File: config.mk
export PLATFORM = sky130hd
export DESIGN_NAME = zlxc_grad_upd
export DESIGN_NICKNAME = d
export VERILOG_FILES = /design/src/sv/zlxc_pkg.sv /design/src/sv/zlxc_grad_upd.sv
export SDC_FILE = /design/constraint.sdc
export NUM_CORES = 2
export LEC_CHECK = 0
export BUFFER_PORTS_ARGS = -buffer_cell sky130_fd_sc_hd__buf_2
export CORE_UTILIZATION = 45
export CTS_BUF_LIST = sky130_fd_sc_hd__clkbuf_4
export DETAILED_ROUTE_END_ITERATION = 10
export GPL_TIMING_DRIVEN = 0
export HOLD_SLACK_MARGIN = 0.03
export PLACE_DENSITY = 0.71
export SYNTH_ARGS = -nofsm -noshare
export SYNTH_HDL_FRONTEND = slang
export SYNTH_SLANG_ARGS = --single-unit
File: constraint.sdc
create_clock -name clk -period 11.7 [get_ports clk]
set_input_delay 1.755 -clock clk [delete_from_list [all_inputs] [get_ports clk]]
set_output_delay 1.755 -clock clk [all_outputs]
set_load 0.01 [all_outputs]
File: src/sv/zlxc_pkg.sv
// Shared types, constants and codes for the zero-lag cross-correlation accumulator.
`default_nettype none

package zlxc_pkg;

	localparam int CELLS_DEF       = 4096;
	localparam int SAMPLE_BITS_DEF = 16;
	localparam int ACC_BITS_DEF    = 48;

	localparam int CELL_W     = 12;
	localparam int SAMP_W     = 16;
	localparam int GRAD_W     = 48;
	localparam int CFG_IDX_W  = 2;
	localparam int CFG_DATA_W = 2;

	typedef enum logic [CFG_IDX_W-1:0] {
		CFG_KERNEL,
		CFG_DECOMP,
		CFG_UPD_SIGMA,
		CFG_UPD_EPS
	} cfg_idx_t;

	localparam logic [1:0] KERNEL_BORN = 2'd0;
	localparam logic [1:0] KERNEL_MIG  = 2'd1;
	localparam logic [1:0] KERNEL_TOMO = 2'd2;

	localparam logic CMD_CLEAR = 1'b1;

	typedef enum logic [1:0] {
		ACC_HOLD,
		ACC_BORN,
		ACC_SPLIT,
		ACC_CLEAR
	} acc_mode_t;

	typedef struct packed {
		logic              vld;
		logic              in_range;
		logic [CELL_W-1:0] cell_id;
	} item_tag_t;

endpackage

`default_nettype wire

File: src/sv/zlxc_grad_upd.sv
// Two-multiplier saturating update of one gradient's accumulator row.
`default_nettype none

module zlxc_grad_upd import zlxc_pkg::*; #(
	parameter int SB  = SAMPLE_BITS_DEF,
	parameter int ACC = ACC_BITS_DEF
) (
	input  wire logic                   clk,
	input  wire acc_mode_t              mode_s1,
	input  wire logic signed [SB-1:0]   ax_s1,
	input  wire logic signed [SB-1:0]   ay_s1,
	input  wire logic signed [SB-1:0]   bx_s1,
	input  wire logic signed [SB-1:0]   by_s1,
	input  wire logic [3*ACC-1:0]       row_rd,
	output logic [3*ACC-1:0]            row_new,
	output logic                        row_we
);

	localparam int PW = 2 * SB;
	localparam int SW = ((ACC > PW) ? ACC : PW) + 1;
	localparam logic signed [ACC-1:0] HI = {1'b0, {(ACC-1){1'b1}}};
	localparam logic signed [ACC-1:0] LO = {1'b1, {(ACC-1){1'b0}}};

	function automatic logic signed [ACC-1:0] sat_add(
		input logic signed [SW-1:0] a,
		input logic signed [SW-1:0] b
	);
		logic signed [SW-1:0] s;
		s = a + b;
		if (s > SW'(HI)) begin
			sat_add = HI;
		end else if (s < SW'(LO)) begin
			sat_add = LO;
		end else begin
			sat_add = ACC'(s);
		end
	endfunction

	logic signed [PW-1:0] prod_a, prod_b;
	logic signed [PW-1:0] prod_a_s2, prod_b_s2;
	logic [3*ACC-1:0]     row_s2;
	acc_mode_t            mode_s2, mode_s3;

	logic signed [ACC-1:0] tot_s2, pa_s2, pb_s2;
	logic signed [ACC-1:0] tot_n, pa_n, pb_n;
	logic signed [ACC-1:0] tot_s3, pa_s3, pb_s3;
	logic signed [ACC-1:0] tot_out;

	assign prod_a = ax_s1 * ay_s1;
	assign prod_b = bx_s1 * by_s1;

	always_ff @(posedge clk) begin
		prod_a_s2 <= prod_a;
		prod_b_s2 <= prod_b;
		row_s2    <= row_rd;
		mode_s2   <= mode_s1;
	end

	assign tot_s2 = row_s2[3*ACC-1:2*ACC];
	assign pa_s2  = row_s2[2*ACC-1:ACC];
	assign pb_s2  = row_s2[ACC-1:0];

	always_comb begin
		tot_n = tot_s2;
		pa_n  = pa_s2;
		pb_n  = pb_s2;
		unique case (mode_s2)
			ACC_BORN: begin
				tot_n = sat_add(SW'(tot_s2), SW'(prod_a_s2));
			end
			ACC_SPLIT: begin
				pa_n = sat_add(SW'(pa_s2), SW'(prod_a_s2));
				pb_n = sat_add(SW'(pb_s2), SW'(prod_b_s2));
			end
			ACC_CLEAR: begin
				tot_n = '0;
				pa_n  = '0;
				pb_n  = '0;
			end
			default: begin
			end
		endcase
	end

	always_ff @(posedge clk) begin
		tot_s3  <= tot_n;
		pa_s3   <= pa_n;
		pb_s3   <= pb_n;
		mode_s3 <= mode_s2;
	end

	assign tot_out = (mode_s3 == ACC_SPLIT) ? sat_add(SW'(pa_s3), SW'(pb_s3)) : tot_s3;
	assign row_new = {tot_out, pa_s3, pb_s3};
	assign row_we  = (mode_s3 != ACC_HOLD);

endmodule

`default_nettype wire

* After elaboration in Yosys (flattened, before gate mapping)
Cells that the tools add are included.
** Word-level totals
- Flip-flop bits (word level) :: 356
- Word-level logic and storage cells :: 39
** Operators by class
- $add $sub $neg :: 4
- $mul :: 2
- Magnitude comparators :: 8
- Eq/ne operators :: 4
- Multiplexer cells :: 12
- Reductions and logical operators :: 1
** Operators by type and width (count)
- 48-bit two-way mux :: 9
- 48-bit one-hot mux with 2 select lines :: 3
- 49-bit by 48-bit greater-than comparator with 1-bit output (second input constant) :: 4
- 49-bit by 48-bit less-than comparator with 1-bit output (second input constant) :: 4
- 48-bit by 32-bit adder with 49-bit output :: 3
- 16-bit by 16-bit multiplier with 32-bit output :: 2
- 48-bit by 48-bit adder with 49-bit output :: 1
- 2-bit equality test (second input constant) :: 3
- 2-bit by 1-bit equality test with 1-bit output (second input constant) :: 1
- 2-bit nonzero test :: 1

* Longest topological paths before layout
- Depth after elaboration :: 5
- Depth in mapped cells :: 26

* Worst setup path before layout
Ideal clock, no wire load.
- Kind :: in2reg
- Start :: input port by_s1[1]
- End :: register prod_b_s2[31]
- Library setup time :: 0.072 ns
- Data arrival time :: 7.675 ns
- Required time :: 11.628 ns
- Path slack :: 3.953 ns
- Stages :: 25
- Buffers on the path :: 1
- Cell sequence :: clkbuf_1 nand2_1 inv_1 fa_1 inv_1 fa_1 inv_1 fa_1 fa_1 fa_1 inv_1 fa_1 inv_1 ha_1 a21o_1 a21o_1 a21o_1 a21o_1 a21oi_1 nor2_1 nor3_1 o21ai_0 a211o_1 a21oi_1 xnor2_1
** On the way
- Word-level cells in the longest chain between the ends :: 1
** Ends and longest elaborated chain
- start: declaration :: line zlxc_grad_upd.sv:13 : input wire logic signed [SB-1:0] by_s1,
- 16-bit by 16-bit multiplier with 32-bit output :: line zlxc_grad_upd.sv:50 : assign prod_b = bx_s1 * by_s1;
- via prod_b[31] :: line zlxc_grad_upd.sv:39 : logic signed [PW-1:0] prod_a, prod_b;
- end signal: assignment :: line zlxc_grad_upd.sv:54 : prod_b_s2 <= prod_b;
- end: declaration :: line zlxc_grad_upd.sv:40 : logic signed [PW-1:0] prod_a_s2, prod_b_s2;
The timed path passes the listed nets, and every way through them passes these cells.

* Final worst setup path
Ends and elaborated chain as after synthesis.

==> impl_metrics.ini <==
[logic_synthesis]
yosys_warnings = 0
synth-main-ff-cell = dfxtp_1
synthDistinctLibCells = 104
synth-edff-count = 0
syn-num-nets = 5599
synth-seq-area-share_pct = 17.70
syn_inst = 4504
synth-seq-cells = 356
syn-cell-area_um2 = 40270
async_reset_ff_share_pct = 0
syn_area_per_cell_um2 = 8.941

[timing]
tightest_slew_ns = 0.9966
tns_ns = 0
hold_ws_ns = 0.4375
fmax_mhz = 116.9
maxSlewViolCount = 0
post-route-min-period_ns = 8.552
finClkSkew_ns = 0.09486
slew_headroom_pct = 32.69
rsz0062_at_grt = no
setup_ws_ns = 3.148
hold_viol_final = 0
fin_crit_sh_pct = 73.09
final-setup-viol-count = 0

[setup_path]
cp_max_fo = 10
required_ns = 12.41
critPathCaptureType = flip-flop
critPathSlowestCell = fa_1
cp-start-kind = primary input
r2r-end = pa_s3[9]
path_class = primary input to flip-flop
cpPeakStageDelay_ns = 0.54
crit_path_frequent_cell = fa_1
reg2reg_depth = 13
arrival_ns = 9.26
ff2ff_setup_slack_ns = 6.97
r2r_start = prod_a_s2[1]

[route]
drc = 152
viasPerCell = 5.470
first_pass_iters = 11
ant_nets = 0
routedWlPerCell_um = 21.17
drtIter0Drc = 2511
routed_wl_mm = 130.9
num_vias = 33820

[layout]
multi_input_area_um2 = 29620
instances_no_fill = 6183
layout-drive-gt1-share_pct = 11.98
fill_cells = 8393
area_delta_synth_final_pct = 11.05
regArea_um2 = 7128
layout.nets = 6045

[place]
dp_hpwl_mm = 110.7
post-place-ws_ns = 2.392
numPortBuffers = 355
place_inst = 6024
gp_congestion = 0.9646

[run]
maxCapViolations = 0

[clocking]
cts_tree = done
clock_sinks = 356
cts-hold-fix-buffers = 0
htree_num_levels = 3
cts-root-buf = clkbuf_4
cts_resized = 0
cts_buffer_depth = 3
insertion_delay_ns = 0.91
cts_setup_buffers = 0
path_clk_slew_ns = 0.09
cts_buffers = 89

[floorplan]
core_um2 = 88510
die_w_um = 301.2
dieHeight_um = 301.2
pin_count = 356
start_util_pct = 45.50
dieArea_um2 = 90690
core.rowCount = 109

[grt]
antenna_found_initial = 12
groute.usage.overall_pct = 28.80
grt_pass1_wl_mm = 198.7
grt_remaining_overflow = 0
first_global_vias = 34170
grt_max_degree = 35

[worst_hold_path]
hold_depth = 0
hold_class = flip-flop to flip-flop
hold_end = mode_s3[1]
hp-start = mode_s2[1]

[outcome]
outcome = finished, violations left
violations = DRC
==> cells in the final DEF (no fill, tap or decap), types with 7 or more instances in the layout <==
cell and n:
inv_1 683, fa_1 528, nand2_1 507, buf_2 367
ha_1 356, dfxtp_1 355, and2_1 253, a21oi_1 221
xnor2_1 176, nor2_1 164, a21o_1 153, o21ai_0 141
clkbuf_1 127, clkbuf_4 116, xor2_1 65, a22oi_1 61
nand3_1 46, nor3_1 45, a221o_1 44, o21bai_1 40
nor2b_1 35, o21a_1 35, nand2b_1 33, o211ai_1 33
nand4_1 33, a211oi_1 31, a31oi_1 28, and3_1 26
o221ai_1 26, o21ai_1 25, buf_6 23, clkinv_1 17
clkinv_2 15, o31ai_1 12, a211o_1 11, or2_2 8
nor4_1 8, or3_1 7
==> registers in the layout, summed over array words and instances (netlist names) <==
register and count:
pa_s3 48, row_s2 144, prod_b_s2 32, mode_s2 2, mode_s3 2, pb_s3 48
tot_s3 48, prod_a_s2 32
==> stage by stage <==
stage / cell area [um2] / util [%]
after floorplan: 40270 / -
after global placement: 43510 / 49.15
after detailed placement: 43510 / 49.15
after CTS: 44710 / 50.52
after global routing: 44720 / 50.52
final: 44720 / 50.53
==> per-layer routing <==
layer  GRT usage (%)  up-vias  wire (um)  share of wire [%]
li1                -    15800          -                  -
met3           5.144      271      10780                8.2
met4           12.68        8       6096                4.7
met2           45.94     1403      59050                 45
met1           38.14    16340      54910                 42
met5               0        -         44              0.034
==> synth_stat cells, types with 6 or more instances <==
cell	instances	area share, %
o21a_1	35	0.65
nor2_1	164	1.5
nand4_1	33	0.51
nor3_1	45	0.56
nand3_1	46	0.57
nor4_1	8	0.12
ha_1	356	11
inv_1	683	6.4
xor2_1	65	1.4
nand2_1	507	4.7
and2_1	253	3.9
a22oi_1	61	1.1
dfxtp_1	356	18
or2_2	8	0.12
fa_1	528	26
o31ai_1	12	0.22
a21oi_1	221	2.7
o2bb2ai_1	6	0.13
buf_6	23	0.64
clkbuf_1	127	1.2
o21ai_1	25	0.31
a221o_1	44	1.1
xnor2_1	176	3.8
a211o_1	11	0.24
o221ai_1	26	0.57
a31oi_1	28	0.43
o21ai_0	141	1.8
o211ai_1	33	0.62
nand2b_1	33	0.51
a211oi_1	31	0.58
a21o_1	153	2.9
o21bai_1	40	0.75
o31a_1	6	0.13
and3_1	26	0.40
or3_1	7	0.11
buf_2	12	0.15
nor2b_1	35	0.54
==> worst max-delay path by stage <==
| stage | endpoint | start | cells past startpoint | slack (ns) |
|---|---|---|---|---|
| 2_1_floorplan | prod_b_s2[31] | by_s1[1] | 25 | 3.95 |
| 3_3_place_gp | prod_b_s2[31] | by_s1[9] | 24 | 2.41 |
| 3_5_place_dp | prod_b_s2[31] | by_s1[1] | 26 | 2.39 |
| 4_1_cts | prod_b_s2[31] | by_s1[1] | 26 | 3.35 |
| 5_1_grt | prod_b_s2[31] | bx_s1[15] | 26 | 2.89 |
| 6_report | prod_b_s2[31] | by_s1[1] | 26 | 3.15 |
==> critical path, delay by kind of cell <==
| kind | cells | cell delay (ns) |
|---|---|---|
| adder cells (fa/ha/maj) | 7 | 3.22 |
| AO/OA/AOI/OAI | 8 | 1.82 |
| buffers and inverters | 7 | 1.22 |
| AND/OR/NAND/NOR | 3 | 0.77 |
| XOR/XNOR | 1 | 0.45 |
==> layout make-up <==
cell class / instances / area share, %
inverters: 686 / 5.758
clock inverters: 40 / 0.7526
clock buffers: 116 / 1.947
repair buffers: 355 / 3.973
flip-flops and latches: 356 / 15.94
diodes: 3 / 0.01679
well taps: 1165 / 3.259
multi-input cells: 3285 / 66.24
plain buffers: 177 / 2.118
==> logic make-up after synthesis <==
| logic type | synth area share [%] |
|---|---|
| adder cells (fa/ha/maj) | 37.31 |
| buffers and inverters | 8.746 |
| AO/OA/AOI/OAI | 16.75 |
| XOR/XNOR | 5.241 |
| multiplexers | 0.07457 |
| flip-flops | 17.70 |
| AND/OR/NAND/NOR | 14.19 |
Power is not shown: default switching activity piles up to over one toggle a cycle in this logic, so the estimate is an artifact.
